--- src/sv/pbd_pkg.sv ---
// pbd_pkg: shared constants, types and pixel arithmetic for the box downscaler.
// No dependencies; every other file but pbd_ram imports it.
`default_nettype none

package pbd_pkg;

	localparam int MAX_WIDTH   = 4096;
	localparam int MAX_LEVELS  = 12;
	localparam int DIM_W       = 13;
	localparam int PIX_W       = 32;
	localparam int LVL_W       = $clog2(MAX_LEVELS + 1);
	localparam int CFG_IDX_W   = 3;
	localparam int FIFO_DEPTH  = 4;
	localparam int FIFO_AW     = $clog2(FIFO_DEPTH);

	// pixel formats
	localparam logic [2:0] FMT_RGBA8888 = 3'd0;
	localparam logic [2:0] FMT_RGB888   = 3'd1;
	localparam logic [2:0] FMT_RGB565   = 3'd2;
	localparam logic [2:0] FMT_LA88     = 3'd3;
	localparam logic [2:0] FMT_L8       = 3'd4;

	// register indexes
	localparam logic [CFG_IDX_W-1:0] REG_PIXEL_FORMAT  = 3'd0;
	localparam logic [CFG_IDX_W-1:0] REG_SOURCE_WIDTH  = 3'd1;
	localparam logic [CFG_IDX_W-1:0] REG_SOURCE_HEIGHT = 3'd2;
	localparam logic [CFG_IDX_W-1:0] REG_TARGET_WIDTH  = 3'd3;
	localparam logic [CFG_IDX_W-1:0] REG_TARGET_HEIGHT = 3'd4;

	// settings handed from the front end to the level pipeline
	typedef struct packed {
		logic [2:0]       fmt;
		logic [LVL_W-1:0] levels;
		logic [DIM_W-1:0] src_w;
		logic [DIM_W-1:0] src_h;
		logic [DIM_W-1:0] res_w;
		logic [DIM_W-1:0] res_h;
		logic             restart;
	} cfg_t;

	// used bits of a pixel per format
	function automatic logic [PIX_W-1:0] fmt_mask(input logic [2:0] fmt);
		case (fmt)
			FMT_RGB888: fmt_mask = 32'h00FF_FFFF;
			FMT_RGB565, FMT_LA88: fmt_mask = 32'h0000_FFFF;
			FMT_L8: fmt_mask = 32'h0000_00FF;
			default: fmt_mask = 32'hFFFF_FFFF;
		endcase
	endfunction

	// truncating per-component average of two pixels
	function automatic logic [PIX_W-1:0] avg_pixel(input logic [PIX_W-1:0] a,
		input logic [PIX_W-1:0] b, input logic [2:0] fmt);
		logic [PIX_W-1:0] bytes;
		logic [4:0] r5;
		logic [5:0] g6;
		logic [4:0] b5;
		int k;
		for (k = 0; k < 4; k++) begin
			bytes[8*k +: 8] = 8'((9'(a[8*k +: 8]) + 9'(b[8*k +: 8])) >> 1);
		end
		r5 = 5'((6'(a[15:11]) + 6'(b[15:11])) >> 1);
		g6 = 6'((7'(a[10:5]) + 7'(b[10:5])) >> 1);
		b5 = 5'((6'(a[4:0]) + 6'(b[4:0])) >> 1);
		case (fmt)
			FMT_RGB565: avg_pixel = {16'b0, r5, g6, b5};
			FMT_RGB888: avg_pixel = bytes & 32'h00FF_FFFF;
			FMT_LA88: avg_pixel = bytes & 32'h0000_FFFF;
			FMT_L8: avg_pixel = bytes & 32'h0000_00FF;
			default: avg_pixel = bytes;
		endcase
	endfunction

endpackage

`default_nettype wire

--- src/sv/pbd_fifo.sv ---
// pbd_fifo: short request queue between the front end and the level pipeline.
// Depends on pbd_pkg.
`default_nettype none

module pbd_fifo import pbd_pkg::*; (
	input  wire logic             clk,
	input  wire logic             arst_n,
	input  wire logic             push,
	input  wire logic [PIX_W-1:0] push_data,
	output logic                  full,
	input  wire logic             pop,
	output logic      [PIX_W-1:0] pop_data,
	output logic                  not_empty
);

	logic [PIX_W-1:0]   mem_q [FIFO_DEPTH];
	logic [FIFO_AW-1:0] wr_ptr_q;
	logic [FIFO_AW-1:0] rd_ptr_q;
	logic [FIFO_AW:0]   count_q;

	assign full      = (count_q == (FIFO_AW+1)'(FIFO_DEPTH));
	assign not_empty = (count_q != '0);
	assign pop_data  = mem_q[rd_ptr_q];

	// storage
	always_ff @(posedge clk) begin
		if (push) begin
			mem_q[wr_ptr_q] <= push_data;
		end
	end

	// pointers and fill level
	always_ff @(posedge clk or negedge arst_n) begin
		if (!arst_n) begin
			wr_ptr_q <= '0;
			rd_ptr_q <= '0;
			count_q  <= '0;
		end else begin
			if (push) wr_ptr_q <= wr_ptr_q + 1'b1;
			if (pop) rd_ptr_q <= rd_ptr_q + 1'b1;
			if (push && !pop) count_q <= count_q + 1'b1;
			else if (pop && !push) count_q <= count_q - 1'b1;
		end
	end

endmodule

`default_nettype wire

--- config.mk ---
export PLATFORM = sky130hd
export DESIGN_NAME = pbd_fifo
export DESIGN_NICKNAME = d
export VERILOG_FILES = /design/src/sv/pbd_pkg.sv /design/src/sv/pbd_fifo.sv
export SDC_FILE = /design/constraint.sdc
export NUM_CORES = 1
export LEC_CHECK = 0
export BUFFER_PORTS_ARGS = -buffer_cell sky130_fd_sc_hd__buf_2
export CAP_MARGIN = 25
export CORE_UTILIZATION = 30
export CTS_BUF_LIST = sky130_fd_sc_hd__clkbuf_8
export DETAILED_ROUTE_END_ITERATION = 10
export PLACE_DENSITY = 0.43
export SKIP_CTS_REPAIR_TIMING = 1
export SYNTH_ARGS = -nofsm -noshare
export SYNTH_HDL_FRONTEND = slang
export SYNTH_SLANG_ARGS = --single-unit
--- constraint.sdc ---
create_clock -name clk -period 3.35 [get_ports clk]
set_clock_uncertainty 0.15 [all_clocks]
set_input_delay 0.335 -clock clk [delete_from_list [all_inputs] [get_ports clk]]
set_output_delay 0.335 -clock clk [all_outputs]
set_load 0.1 [all_outputs]
Word-level counts from Yosys, hierarchy flattened
Memories as Yosys holds them, arrays and structs flattened.
Index checks and enable logic that the tools add are counted.
{"block": "totals", "mem_bits_rw": 128, "regBits": 7, "inputBits": 36, "out_inout_bits": 34, "wordCells": 19, "mem_count": 1}
{"memory": "mem_q", "words": 4, "word_bits": 32, "rd": 1, "rd_ports_with_merged_regs": 0, "wr": 1, "line": "pbd_fifo.sv:16", "rtl": "logic [PIX_W-1:0] mem_q [FIFO_DEPTH];"}
{"block": "classes", "n_eq_ne": 1, "n_reduce_logical": 6, "muxes": 4, "addsub": 4}
{"cell": "3-bit two-way mux", "n": 2}
{"cell": "2-bit by 1-bit adder with 2-bit output (second input constant)", "n": 2}
{"cell": "3-bit by 1-bit adder with 3-bit output (second input constant)", "n": 1}
{"cell": "3-bit == test (second input constant)", "n": 1}
{"cell": "3-bit nonzero test", "n": 1}
{"cell": "3-bit by 1-bit subtractor with 3-bit output (second input constant)", "n": 1}
{"cell": "1-bit logical AND", "n": 2}
{"cell": "1-bit logical NOT", "n": 2}
{"cell": "1-bit two-way mux", "n": 2}
{"cell": "2-bit nonzero test", "n": 1}

Logic depth before layout (Yosys ltp)
{"block": "depth", "word_depth": 4, "ltp_mapped": 7, "ltp_nobuf": 7}

Worst setup path before layout
OpenSTA, ideal clock, no wires.
{"block": "synth_timing", "path_kind": "register to output", "from": "register count_q[0]", "to": "output full", "slack_ps": 218, "required_ps": 2865, "path_stages_with_launch": 2, "arrival_time_ps": 2647, "path_buffers": 0, "cell_sequence": "dfrtp_1 nor3b_1"}
{"block": "synth_between", "elab_chain_cells": 1}
{"element": "start, declared", "line": "pbd_fifo.sv:19", "rtl": "logic [FIFO_AW:0] count_q;"}
{"element": "start signal, assigned", "line": "pbd_fifo.sv:41", "rtl": "if (push && !pop) count_q <= count_q + 1'b1;"}
{"element": "start signal, assigned", "line": "pbd_fifo.sv:42", "rtl": "else if (pop && !push) count_q <= count_q - 1'b1;"}
{"element": "3-bit == test", "line": "pbd_fifo.sv:21", "rtl": "assign full = (count_q == (FIFO_AW+1)'(FIFO_DEPTH));"}
{"element": "end, declared", "line": "pbd_fifo.sv:10", "rtl": "output logic full,"}
Every way passes these cells.

Final worst setup path
{"block": "layout_timing", "from": "register rd_ptr_q[1]", "to": "output pop_data[17]"}
{"block": "layout_between", "elab_chain_cells": 1}
{"element": "start, declared", "line": "pbd_fifo.sv:18", "rtl": "logic [FIFO_AW-1:0] rd_ptr_q;"}
{"element": "start signal, assigned", "line": "pbd_fifo.sv:40", "rtl": "if (pop) rd_ptr_q <= rd_ptr_q + 1'b1;"}
{"element": "memory read 4 x 32 bit"}
{"element": "end, declared", "line": "pbd_fifo.sv:12", "rtl": "output logic [PIX_W-1:0] pop_data,"}
Every way passes these cells.

==> flow_summary.toml <==
[run_status]
status = "complete, no violations"

[synth]
ys_types = 20
synthSimpleGateAreaFrac = 0.00989
synth_compound_area_frac = 0.000989
ys_seq_area_frac = 0.794
syn_nets = 244
synthCells = 202
synth_area_leaders = "edfxtp_1, mux4_2, dfrtp_1"
synth_top_area_cell = "edfxtp_1"
synth-xor-area-share = 0.0104
ys_warn_count = 0
synth_area_sq_um = 5060
synth-main-ff-cell = "edfxtp_1"
synth_enable_flop_cells = 128
synth.most_common_cell = "edfxtp_1"
ys_async_sr_fraction = 0.0519
ys_ff_latch = 135
syn_avg_cell_area_sq_um = 25.1
synth_fa_ha_area_frac = 0.0163
synthTopCellsByCount = "edfxtp_1, mux4_2, dfrtp_1"
synth.area.mux_share = 0.148
synth_top_area_frac = 0.759
synth_top_family_by_area = "multiplexers"

[detailed_routing]
drc = 0
drt-initial-drc-count = 108
wirelength_mm = 9.32
num_vias = 2370
wl_per_cell_um = 16.7
antenna_left = 0
vias_per_cell = 4.25
drtPass1Iterations = 4

[floorplan]
die_width_um = 132
rows = 47
dieArea_sq_um = 17400
start_util = 0.306
core-area_sq_um = 16500
die_h_um = 132
num_io_pins = 70

[cells_and_area]
layout-area-overhead-vs-synth_pct = 25.4
diodes = 0
fillers = 1533
drive_above_1_share = 0.407
final_nets = 366

[global_route]
antenna_found_initial = 0
grt_pass1_wl_mm = 14.3
grt_max_degree = 33
grt_pass1_vias = 2483
grt.total_usage = 0.116
overflow = 0

[sta]
final.period_utilization = 0.795
fmax_ghz = 0.375
hold_viol = 0
rsz0062_at_grt = "no"
drv_slew = 0
worst_pin_slew_ns = 0.947
setup_violations = 0
slew_headroom = 0.369
tns_ns = 0
period_minus_slack_ns = 2.66

[placed_design]
port_buffers = 69
gp_congestion = 0.669
dpl.hpwl_mm = 5.68

[run]
max_cap_viol_count = 0

[clock_network]
clock_latency_ns = 0.43
htree_levels = 4
cts_tree = "done"
clkTransAtPathRegs_ns = 0.07
cts_buffer_depth = 2
cts.sinks = 135
root_buffer = "clkbuf_8"
cts_buffers = 17

[worst_setup_path]
cpPeakStageDelay_ns = 0.69
startpoint_type = "register"
critPathMaxFanout = 19
r2r_slack_ns = 1.43
path_class = "register to output port"
end_kind = "output port"
critical_path_required_ns = 2.86
slowest_stage = "dfrtp_2"
cp.arrival_ns = 2.18
cp_cell_sequence = "buf_4, mux4_2, buf_2"

[hold_path]
hold_class = "input pin to register"
worst paths after layout:
path | from | endpoint | depth (start not counted)
max in group asynchronous | arst_n | rd_ptr_q[1] | 2
worst min-delay path | push | wr_ptr_q[0] | 2
min in group asynchronous | arst_n | count_q[2] | 2
worst max register to register | wr_ptr_q[0] | mem_q[2][1] | 4
worst min register to register | count_q[2] | count_q[2] | 1
worst max-delay path | rd_ptr_q[1] | pop_data[17] | 3
metal layers:
metal	global-route usage	part of all wire	up-vias
met1	0.145	0.46	1213
met4	0.0523	0.017	0
met3	0.0454	0.044	12
met5	0	0	-
li1	-	-	1090
met2	0.180	0.48	55
sequential cells by signal, summed over array words and instances, names as in the netlist:
signal,count
mem_q,128
count_q,3
rd_ptr_q,2
wr_ptr_q,2
per-stage QoR:
stage,setup slack [ns],utilization,area [sq um],instances,hold slack [ns]
2_1_floorplan,0.218,-,5060,202,-0.111
3_3_place_gp,1.09,0.342,5660,491,0.0392
3_5_place_dp,1.07,0.342,5660,491,0.0413
4_1_cts,0.566,0.363,6010,523,-0.453
5_1_grt,0.541,0.384,6350,557,0.0337
6_report,0.686,0.384,6350,557,0.0434
worst max-delay path, delay by kind of cell, from the launching register on:
kind	cells	cell delay, ns
buffers and inverters	2	0.79
DFF	1	0.69
muxes	1	0.26
layout by cell type (no fill, tap or decap):
cell type,instances
dlygate4sd3_1,34
dfrtp_2,2
o21ai_0,1
inv_1,10
nor3b_1,1
clkinv_1,1
buf_2,69
xnor2_1,2
mux2_2,1
dfrtp_1,5
and2_2,4
buf_4,8
clkinvlp_4,1
ha_1,5
mux4_2,28
mux4_1,4
or3_1,1
nor2_1,1
edfxtp_1,128
nand2_1,2
fa_1,1
clkbuf_8,22
clkinv_2,2
xor2_1,4
cell type report:
| class | count | area, sq um | area share |
|---|---|---|---|
| Inverter | 4 | 15.0 | 0.00237 |
| Sequential cell | 135 | 4020 | 0.634 |
| Tap cell | 220 | 275 | 0.0434 |
| Clock buffer | 22 | 303 | 0.0477 |
| Clock inverter | 10 | 43.8 | 0.00690 |
| Timing Repair Buffer | 111 | 746 | 0.118 |
| Multi-Input combinational cell | 55 | 942 | 0.148 |
cells by family (layout without fill, tap and decap cells):
kind of cell	after synthesis	in the layout
compound gates	1	1
xor+xnor	6	6
fa+ha+maj	6	6
buf+inv	12	147
flops	135	135
mux	33	33
simple gates	9	9
Power is left out: the tool's default activity adds up to more than one toggle a clock period on the data nets, which glitch-free logic cannot reach.
