**src/sv/pbd_pkg.sv**
```systemverilog
// pbd_pkg: shared constants, types and pixel arithmetic for the box downscaler.
// No dependencies; every other file but pbd_ram imports it.
`default_nettype none

package pbd_pkg;

	localparam int MAX_WIDTH   = 4096;
	localparam int MAX_LEVELS  = 12;
	localparam int DIM_W       = 13;
	localparam int PIX_W       = 32;
	localparam int LVL_W       = $clog2(MAX_LEVELS + 1);
	localparam int CFG_IDX_W   = 3;
	localparam int FIFO_DEPTH  = 4;
	localparam int FIFO_AW     = $clog2(FIFO_DEPTH);

	// pixel formats
	localparam logic [2:0] FMT_RGBA8888 = 3'd0;
	localparam logic [2:0] FMT_RGB888   = 3'd1;
	localparam logic [2:0] FMT_RGB565   = 3'd2;
	localparam logic [2:0] FMT_LA88     = 3'd3;
	localparam logic [2:0] FMT_L8       = 3'd4;

	// register indexes
	localparam logic [CFG_IDX_W-1:0] REG_PIXEL_FORMAT  = 3'd0;
	localparam logic [CFG_IDX_W-1:0] REG_SOURCE_WIDTH  = 3'd1;
	localparam logic [CFG_IDX_W-1:0] REG_SOURCE_HEIGHT = 3'd2;
	localparam logic [CFG_IDX_W-1:0] REG_TARGET_WIDTH  = 3'd3;
	localparam logic [CFG_IDX_W-1:0] REG_TARGET_HEIGHT = 3'd4;

	// settings handed from the front end to the level pipeline
	typedef struct packed {
		logic [2:0]       fmt;
		logic [LVL_W-1:0] levels;
		logic [DIM_W-1:0] src_w;
		logic [DIM_W-1:0] src_h;
		logic [DIM_W-1:0] res_w;
		logic [DIM_W-1:0] res_h;
		logic             restart;
	} cfg_t;

	// used bits of a pixel per format
	function automatic logic [PIX_W-1:0] fmt_mask(input logic [2:0] fmt);
		case (fmt)
			FMT_RGB888: fmt_mask = 32'h00FF_FFFF;
			FMT_RGB565, FMT_LA88: fmt_mask = 32'h0000_FFFF;
			FMT_L8: fmt_mask = 32'h0000_00FF;
			default: fmt_mask = 32'hFFFF_FFFF;
		endcase
	endfunction

	// truncating per-component average of two pixels
	function automatic logic [PIX_W-1:0] avg_pixel(input logic [PIX_W-1:0] a,
		input logic [PIX_W-1:0] b, input logic [2:0] fmt);
		logic [PIX_W-1:0] bytes;
		logic [4:0] r5;
		logic [5:0] g6;
		logic [4:0] b5;
		int k;
		for (k = 0; k < 4; k++) begin
			bytes[8*k +: 8] = 8'((9'(a[8*k +: 8]) + 9'(b[8*k +: 8])) >> 1);
		end
		r5 = 5'((6'(a[15:11]) + 6'(b[15:11])) >> 1);
		g6 = 6'((7'(a[10:5]) + 7'(b[10:5])) >> 1);
		b5 = 5'((6'(a[4:0]) + 6'(b[4:0])) >> 1);
		case (fmt)
			FMT_RGB565: avg_pixel = {16'b0, r5, g6, b5};
			FMT_RGB888: avg_pixel = bytes & 32'h00FF_FFFF;
			FMT_LA88: avg_pixel = bytes & 32'h0000_FFFF;
			FMT_L8: avg_pixel = bytes & 32'h0000_00FF;
			default: avg_pixel = bytes;
		endcase
	endfunction

endpackage

`default_nettype wire

```
**src/sv/pbd_front.sv**
```systemverilog
// pbd_front: configuration registers, level count, and input request intake.
// Depends on pbd_pkg.
`default_nettype none

module pbd_front import pbd_pkg::*; (
	input  wire logic                 clk,
	input  wire logic                 arst_n,
	input  wire logic                 cfg_we,
	input  wire logic [CFG_IDX_W-1:0] cfg_index,
	input  wire logic [DIM_W-1:0]     cfg_data,
	input  wire logic                 s_axis_tvalid,
	output logic                      s_axis_tready,
	input  wire logic [PIX_W-1:0]     s_axis_tdata,
	output logic                      push,
	output logic      [PIX_W-1:0]     push_data,
	input  wire logic                 full,
	output cfg_t                      cfg
);

	logic [2:0]       fmt_q;
	logic [DIM_W-1:0] src_w_q, src_h_q, tgt_w_q, tgt_h_q;
	logic [LVL_W-1:0] levels_q;
	logic [MAX_LEVELS-1:0] lvl_ok;
	logic             valid_idx;

	// register writes
	always_ff @(posedge clk or negedge arst_n) begin
		if (!arst_n) begin
			fmt_q   <= FMT_RGBA8888;
			src_w_q <= DIM_W'(1);
			src_h_q <= DIM_W'(1);
			tgt_w_q <= '0;
			tgt_h_q <= '0;
		end else if (cfg_we) begin
			unique case (cfg_index)
				REG_PIXEL_FORMAT: fmt_q <= cfg_data[2:0];
				REG_SOURCE_WIDTH: src_w_q <= cfg_data;
				REG_SOURCE_HEIGHT: src_h_q <= cfg_data;
				REG_TARGET_WIDTH: tgt_w_q <= cfg_data;
				REG_TARGET_HEIGHT: tgt_h_q <= cfg_data;
				default: ;
			endcase
		end
	end

	// each halving step is allowed on its own; the conditions shrink monotonically
	always_comb begin
		int i;
		for (i = 1; i <= MAX_LEVELS; i++) begin
			lvl_ok[i-1] = ((src_w_q >> i) >= tgt_w_q) && ((src_h_q >> i) >= tgt_h_q) &&
				((src_w_q >> i) != '0) && ((src_h_q >> i) != '0);
		end
	end

	always_ff @(posedge clk or negedge arst_n) begin
		if (!arst_n) begin
			levels_q <= '0;
		end else begin
			levels_q <= LVL_W'($countones(lvl_ok));
		end
	end

	assign valid_idx = (cfg_index <= REG_TARGET_HEIGHT);

	assign cfg.fmt     = fmt_q;
	assign cfg.levels  = levels_q;
	assign cfg.src_w   = src_w_q;
	assign cfg.src_h   = src_h_q;
	assign cfg.res_w   = src_w_q >> levels_q;
	assign cfg.res_h   = src_h_q >> levels_q;
	assign cfg.restart = cfg_we && valid_idx;

	// intake: mask unused bits and queue the request
	assign s_axis_tready = !full;
	assign push          = s_axis_tvalid && !full;
	assign push_data     = s_axis_tdata & fmt_mask(fmt_q);

endmodule

`default_nettype wire

```
**config.mk**
```make
export PLATFORM = sky130hd
export DESIGN_NAME = pbd_front
export DESIGN_NICKNAME = d
export VERILOG_FILES = /design/src/sv/pbd_pkg.sv /design/src/sv/pbd_front.sv
export SDC_FILE = /design/constraint.sdc
export NUM_CORES = 1
export LEC_CHECK = 0
export BUFFER_PORTS_ARGS = -buffer_cell sky130_fd_sc_hd__buf_2
export CORE_MARGIN = 5
export CORE_UTILIZATION = 40
export CTS_BUF_LIST = sky130_fd_sc_hd__clkbuf_8 sky130_fd_sc_hd__clkbuf_16
export DETAILED_ROUTE_END_ITERATION = 12
export MAX_ROUTING_LAYER = met4
export PLACE_DENSITY = 0.72
export SLEW_MARGIN = 25
export SYNTH_ARGS = -nofsm -noshare
export SYNTH_HDL_FRONTEND = slang
export SYNTH_SLANG_ARGS = --single-unit
```
**constraint.sdc**
```tcl
create_clock -name clk -period 11.75 [get_ports clk]
set_input_delay 1.175 -clock clk [delete_from_list [all_inputs] [get_ports clk]]
set_output_delay 1.175 -clock clk [all_outputs]
set_load 0.005 [all_outputs]
```
==> Word-level counts from Yosys, hierarchy flattened <==
Cells that the tools add are included.
{ "op_classes": {"n_mux": 1, "eq_ne": 8, "order_cmp": 25, "addsub": 11, "reduce_logical": 68, "bitwise": 1, "n_shift": 2} }
{ "op_table": {"columns": ["op", "count"], "rows": [
  ["$reduce_bool A13 Y1", 22],
  ["$pmux W32 S3", 1],
  ["$logic_and A1 B1 Y1", 38],
  ["$and A32 B32 Y32", 1],
  ["$ge A1 B13 Y1", 2],
  ["$ge A10 B13 Y1", 2],
  ["$ge A11 B13 Y1", 2],
  ["$ge A12 B13 Y1", 2],
  ["$ge A2 B13 Y1", 2],
  ["$ge A3 B13 Y1", 2],
  ["$ge A4 B13 Y1", 2],
  ["$ge A5 B13 Y1", 2],
  ["$ge A6 B13 Y1", 2],
  ["$ge A7 B13 Y1", 2],
  ["$ge A8 B13 Y1", 2],
  ["$ge A9 B13 Y1", 2],
  ["$shr A13 B4 Y13", 2],
  ["$add A4 B4 Y4", 5],
  ["$add A1 B1 Y2", 6],
  ["$eq A3 B2 Y1 const B", 4],
  ["$reduce_and A2 Y1", 5],
  ["$eq A3 B1 Y1 const B", 2],
  ["$eq A3 B3 Y1 const B", 2],
  ["$le A3 B3 Y1 const B", 1],
  ["3 further kinds", 3]
]} }
{ "word_totals": {"ff_bits": 59, "out_inout_bits": 94, "word_cells": 122, "input_bits": 53} }

==> Logic depth before layout (Yosys ltp) <==
{ "logic_depth": {"depth_word": 8, "mapped_depth": 18, "depth_no_buf": 18} }

==> Worst setup path before layout <==
Ideal clock, no wire load.
{ "synth_timing": {"path_kind": "register to register", "from": "register tgt_w_q[11]", "to": "register levels_q[2]", "path_buffers": 0, "t_required_ns": 11.627, "setup_slack_ns": 6.648, "period_less_slack_ns": 5.102, "setup_time_ns": 0.123, "path_stages_with_launch": 17, "t_arrival_ns": 4.980, "cell_sequence": "dfrtp_1 > or4_4 > nand4b_4 > or4_4 > or3_1 > or3_4 > nor4_2 > ha_1 > inv_1 > fa_1 > fa_1 > fa_1 > inv_1 > ha_1 > inv_1 > fa_1 > xnor2_1"} }
{ "synth_between": {"elab_chain_cells": 8, "elab_cells_between_ends": 59, "cone_classes": "add/sub: 11; order compare: 12; reduce/logical: 36"} }
{ "synth_lines": {"columns": ["element", "line_no", "rtl"], "rows": [
  ["start, declared", "pbd_front.sv:21", "logic [DIM_W-1:0] src_w_q, src_h_q, tgt_w_q, tgt_h_q;"],
  ["start signal, assigned", "pbd_front.sv:39", "REG_TARGET_WIDTH: tgt_w_q <= cfg_data;"],
  ["$ge A12 B13 Y1, or another cell as far along", "pbd_front.sv:50", "lvl_ok[i-1] = ((src_w_q >> i) >= tgt_w_q) && ((src_h_q >> i) >= tgt_h_q) &&"],
  ["$logic_and A1 B1 Y1 (2 in a row)", "pbd_front.sv:50", null],
  ["$logic_and A1 B1 Y1", "pbd_front.sv:51", "((src_w_q >> i) != '0) && ((src_h_q >> i) != '0);"],
  ["$add A1 B1 Y2 (not written as such)", "pbd_front.sv:59", "levels_q <= LVL_W'($countones(lvl_ok));"],
  ["$add A4 B4 Y4 (not written as such) (2 in a row)", "pbd_front.sv:59", null],
  ["$add A4 B4 Y4 (not written as such) *", "pbd_front.sv:59", null],
  ["end signal, assigned", "pbd_front.sv:59", null],
  ["end, declared", "pbd_front.sv:22", "logic [LVL_W-1:0] levels_q;"]
]} }
Every way passes the cells marked *; elsewhere a longest branch is shown, timed or not.
A chain may end at the register's enable or synchronous reset.

==> Worst setup path after layout <==
Same ends and word-level chain as after synthesis.

==> flow_summary.yaml <==
run_status:
  status: "finished, final reports clean"
place:
  placed_area_um2: 7948
  io_buffers: 130
  dp_hpwl_mm: 17.00
  gp_congestion: 0.9469
sta:
  grt_setup_unrepaired: "no"
  worst_pin_slew_ns: 0.9286
  setup_tns_ns: 0
  hold_violations: 0
  skew_ns: 0.008238
  drv_slew: 0
  min_period_ns: 5.333
  setup_violations: 0
  final.period_utilization: 0.4539
  maxSlewHeadroom: 0.3809
  whs_ns: 0.5077
  clock.fmax_ghz: 0.1875
clocking:
  clockRootBuffer: "clkbuf_16"
  clockBufferDepth: 2
  clk_pin_slew_worst_paths_ns: 0.06
  clock_latency_ns: 0.34
  cts_tree: "done"
  htreeDepth: 3
  cts_buffers: 9
  cts_setup_buffers: 0
  ctsResizeCount: 0
  cts_num_sinks: 59
  postCtsHoldBufs: 0
die:
  core_area_um2: 17360
  chipHeight_um: 143.3
  dieArea_um2: 20550
  num_rows: 48
  die_w_um: 143.3
  io_pins: 147
  initial_utilization: 0.4097
synth:
  synth_top_flop_cell: "dfrtp_1"
  synthCells: 834
  async_flop_share: 1.000
  netlist_area_um2: 7112
  synth_cell_types: 54
  syn_avg_cell_area_um2: 8.527
  synth_fp_nets: 1060
  synth_edf_count: 0
  ys_ff_latch: 59
  ys.warnings.count: 0
  synth_seq_area_share: 0.2080
setup_path:
  endpoint_kind: "flip-flop"
  cp.arrival_ns: 5.55
  required_ns: 11.96
  r2r-end: "levels_q[2]$_DFF_PN0_"
  r2r_cells: 16
  r2r-start: "tgt_w_q[11]$_DFFE_PN0P_"
  crit_path_max_fanout: 4
  r2r_slack_ns: 6.42
  path_class: "reg -> reg"
  cp-start-kind: "flip-flop"
min_path:
  whs_path_depth: 1
  hp-class: "reg -> reg"
  whs_endpoint: "tgt_w_q[1]$_DFFE_PN0P_"
  hp-start: "tgt_w_q[1]$_DFFE_PN0P_"
route:
  final_antenna_net_count: 0
  via_per_inst: 5.582
  dr.pass1.iters: 5
  drt-initial-drc-count: 444
  avgRoutedWirePerCell_um: 18.48
  wl_mm: 21.81
  drc_errors: 0
  via_count: 6587
power:
  combPwrFrac: 0.550
  ir_drop_v: 0.00007839
  power_density_nw_per_um2: 162.4
  p_clk_frac: 0.191
  internal-power_uw: 726.3
  p_seq_frac: 0.259
  power_leakage_uw: 0.004135
  p_sw_frac: 0.4568
  power.switching_uw: 610.7
finish:
  nets: 1176
  drive_gt1_frac: 0.1937
  fillers: 1629
  fin_util: 0.4744
  fin_area_um2: 8234
  syn2layout_area_growth_pct: 15.78
  n_antenna_cell: 0
grt:
  grt_pass1_wl_mm: 34.81
  grt_max_degree: 60
  antenna_found_initial: 0
  grt-ovfl-total: 0
  grt_util_all_layers: 0.2206
  grt_pass1_vias: 6599
job:
  cap_violations: 0
## per-layer routing
layer  global-route usage  up-vias  share of wire
li1                     -     3244              -
met1               0.2918     3064           0.45
met2               0.3489      240           0.46
met3              0.03394       39          0.060
met4              0.07037        0          0.030
met5                    -        -              0
## Yosys cell counts (9+ instances only)
| library cell | count | share of area |
|---|---|---|
| o21ai_0 | 83 | 0.058 |
| a211oi_1 | 10 | 0.011 |
| nand3_1 | 12 | 0.0084 |
| inv_1 | 66 | 0.035 |
| nor4_1 | 10 | 0.0088 |
| nand2b_1 | 20 | 0.018 |
| a21oi_1 | 56 | 0.039 |
| mux2i_1 | 22 | 0.031 |
| ha_1 | 166 | 0.29 |
| dfrtp_1 | 57 | 0.20 |
| a21o_1 | 20 | 0.021 |
| nor2_1 | 44 | 0.023 |
| nor3_1 | 17 | 0.012 |
| mux2_2 | 19 | 0.030 |
| clkbuf_1 | 20 | 0.011 |
| nand2_1 | 83 | 0.044 |
| o22ai_1 | 9 | 0.0079 |
| and2_1 | 12 | 0.011 |
| nor2b_1 | 23 | 0.020 |
## cell families after synthesis
| family | after synthesis | synth area share |
|---|---|---|
| buffers and inverters | 98 | 0.05595 |
| xor gates and xnor gates | 3 | 0.003695 |
| DFF | 59 | 0.2080 |
| adders and majority gates | 173 | 0.3118 |
| and+or+nand+nor | 246 | 0.1735 |
| AOI/OAI and AO/OA | 211 | 0.1766 |
| muxes | 44 | 0.07055 |
## per-stage QoR
stage          power, uW  setup WS, ns  instances
2_1_floorplan      802.1         6.648        834
3_3_place_gp        1054         6.539       1164
3_5_place_dp        1081         6.403       1164
4_1_cts             1340         6.394       1180
5_1_grt             1470         6.149       1180
6_report            1337         6.417       1180
## critical path, stage by stage (launching register included)
cell,delay (ns)
dfrtp_1,0.38
or4_4,0.55
nand4b_4,0.20
or4_4,0.50
or3_1,0.33
or3_4,0.35
nor4_2,0.28
ha_1,0.26
inv_1,0.08
fa_1,0.45
fa_1,0.58
fa_1,0.43
inv_1,0.07
ha_1,0.17
inv_1,0.06
fa_1,0.38
xnor2_1,0.13
## worst max-delay path by stage
stage	startpoint	endpoint	slack, ns
after floorplan	tgt_w_q[11]$_DFFE_PN0P_	levels_q[2]$_DFF_PN0_	6.65
after global placement	tgt_w_q[11]$_DFFE_PN0P_	levels_q[2]$_DFF_PN0_	6.54
after detailed placement	tgt_w_q[11]$_DFFE_PN0P_	levels_q[2]$_DFF_PN0_	6.40
after CTS	tgt_w_q[11]$_DFFE_PN0P_	levels_q[1]$_DFF_PN0_	6.39
after global routing	tgt_h_q[1]$_DFFE_PN0P_	levels_q[2]$_DFF_PN0_	6.15
final	tgt_w_q[11]$_DFFE_PN0P_	levels_q[2]$_DFF_PN0_	6.42
## layout make-up
| class | count | area [um2] | share of cell area |
|---|---|---|---|
| multi-input cells | 677 | 5240 | 0.6364 |
| well taps | 225 | 281.5 | 0.03419 |
| flip-flops and latches | 59 | 1479 | 0.1796 |
| clock buffers | 10 | 239.0 | 0.02902 |
| repair buffers | 136 | 695.7 | 0.08449 |
| clock inverters | 6 | 47.55 | 0.005774 |
| inverters | 67 | 251.5 | 0.03054 |
## flip-flops by register name (all words and copies together), names as in the netlist
register,cells
fmt_q,3
src_w_q,13
tgt_h_q,13
src_h_q,13
levels_q,4
tgt_w_q,13
## placed cells by master, fill, tap and decap left out, drive strengths merged, types with 17 or more instances in the layout
cell type,netlist,layout
a21o,20,20
a21oi,56,56
buf,11,136
dfrtp,57,57
ha,166,166
inv,66,69
mux2,19,19
mux2i,22,22
nand2,83,83
nand2b,20,20
nor2,44,44
nor2b,23,23
nor3,17,17
o21ai,83,83
## power groups by stage
stage	clock [uW]	combinational, uW	sequential (uW)
CTS	257	739	344
detailed placement	0	733	348
global route	268	848	354
finish	255	736	346
global placement	0	709	345
floorplan	0	493	309
Note: power is estimated with default switching activity, not from simulation.
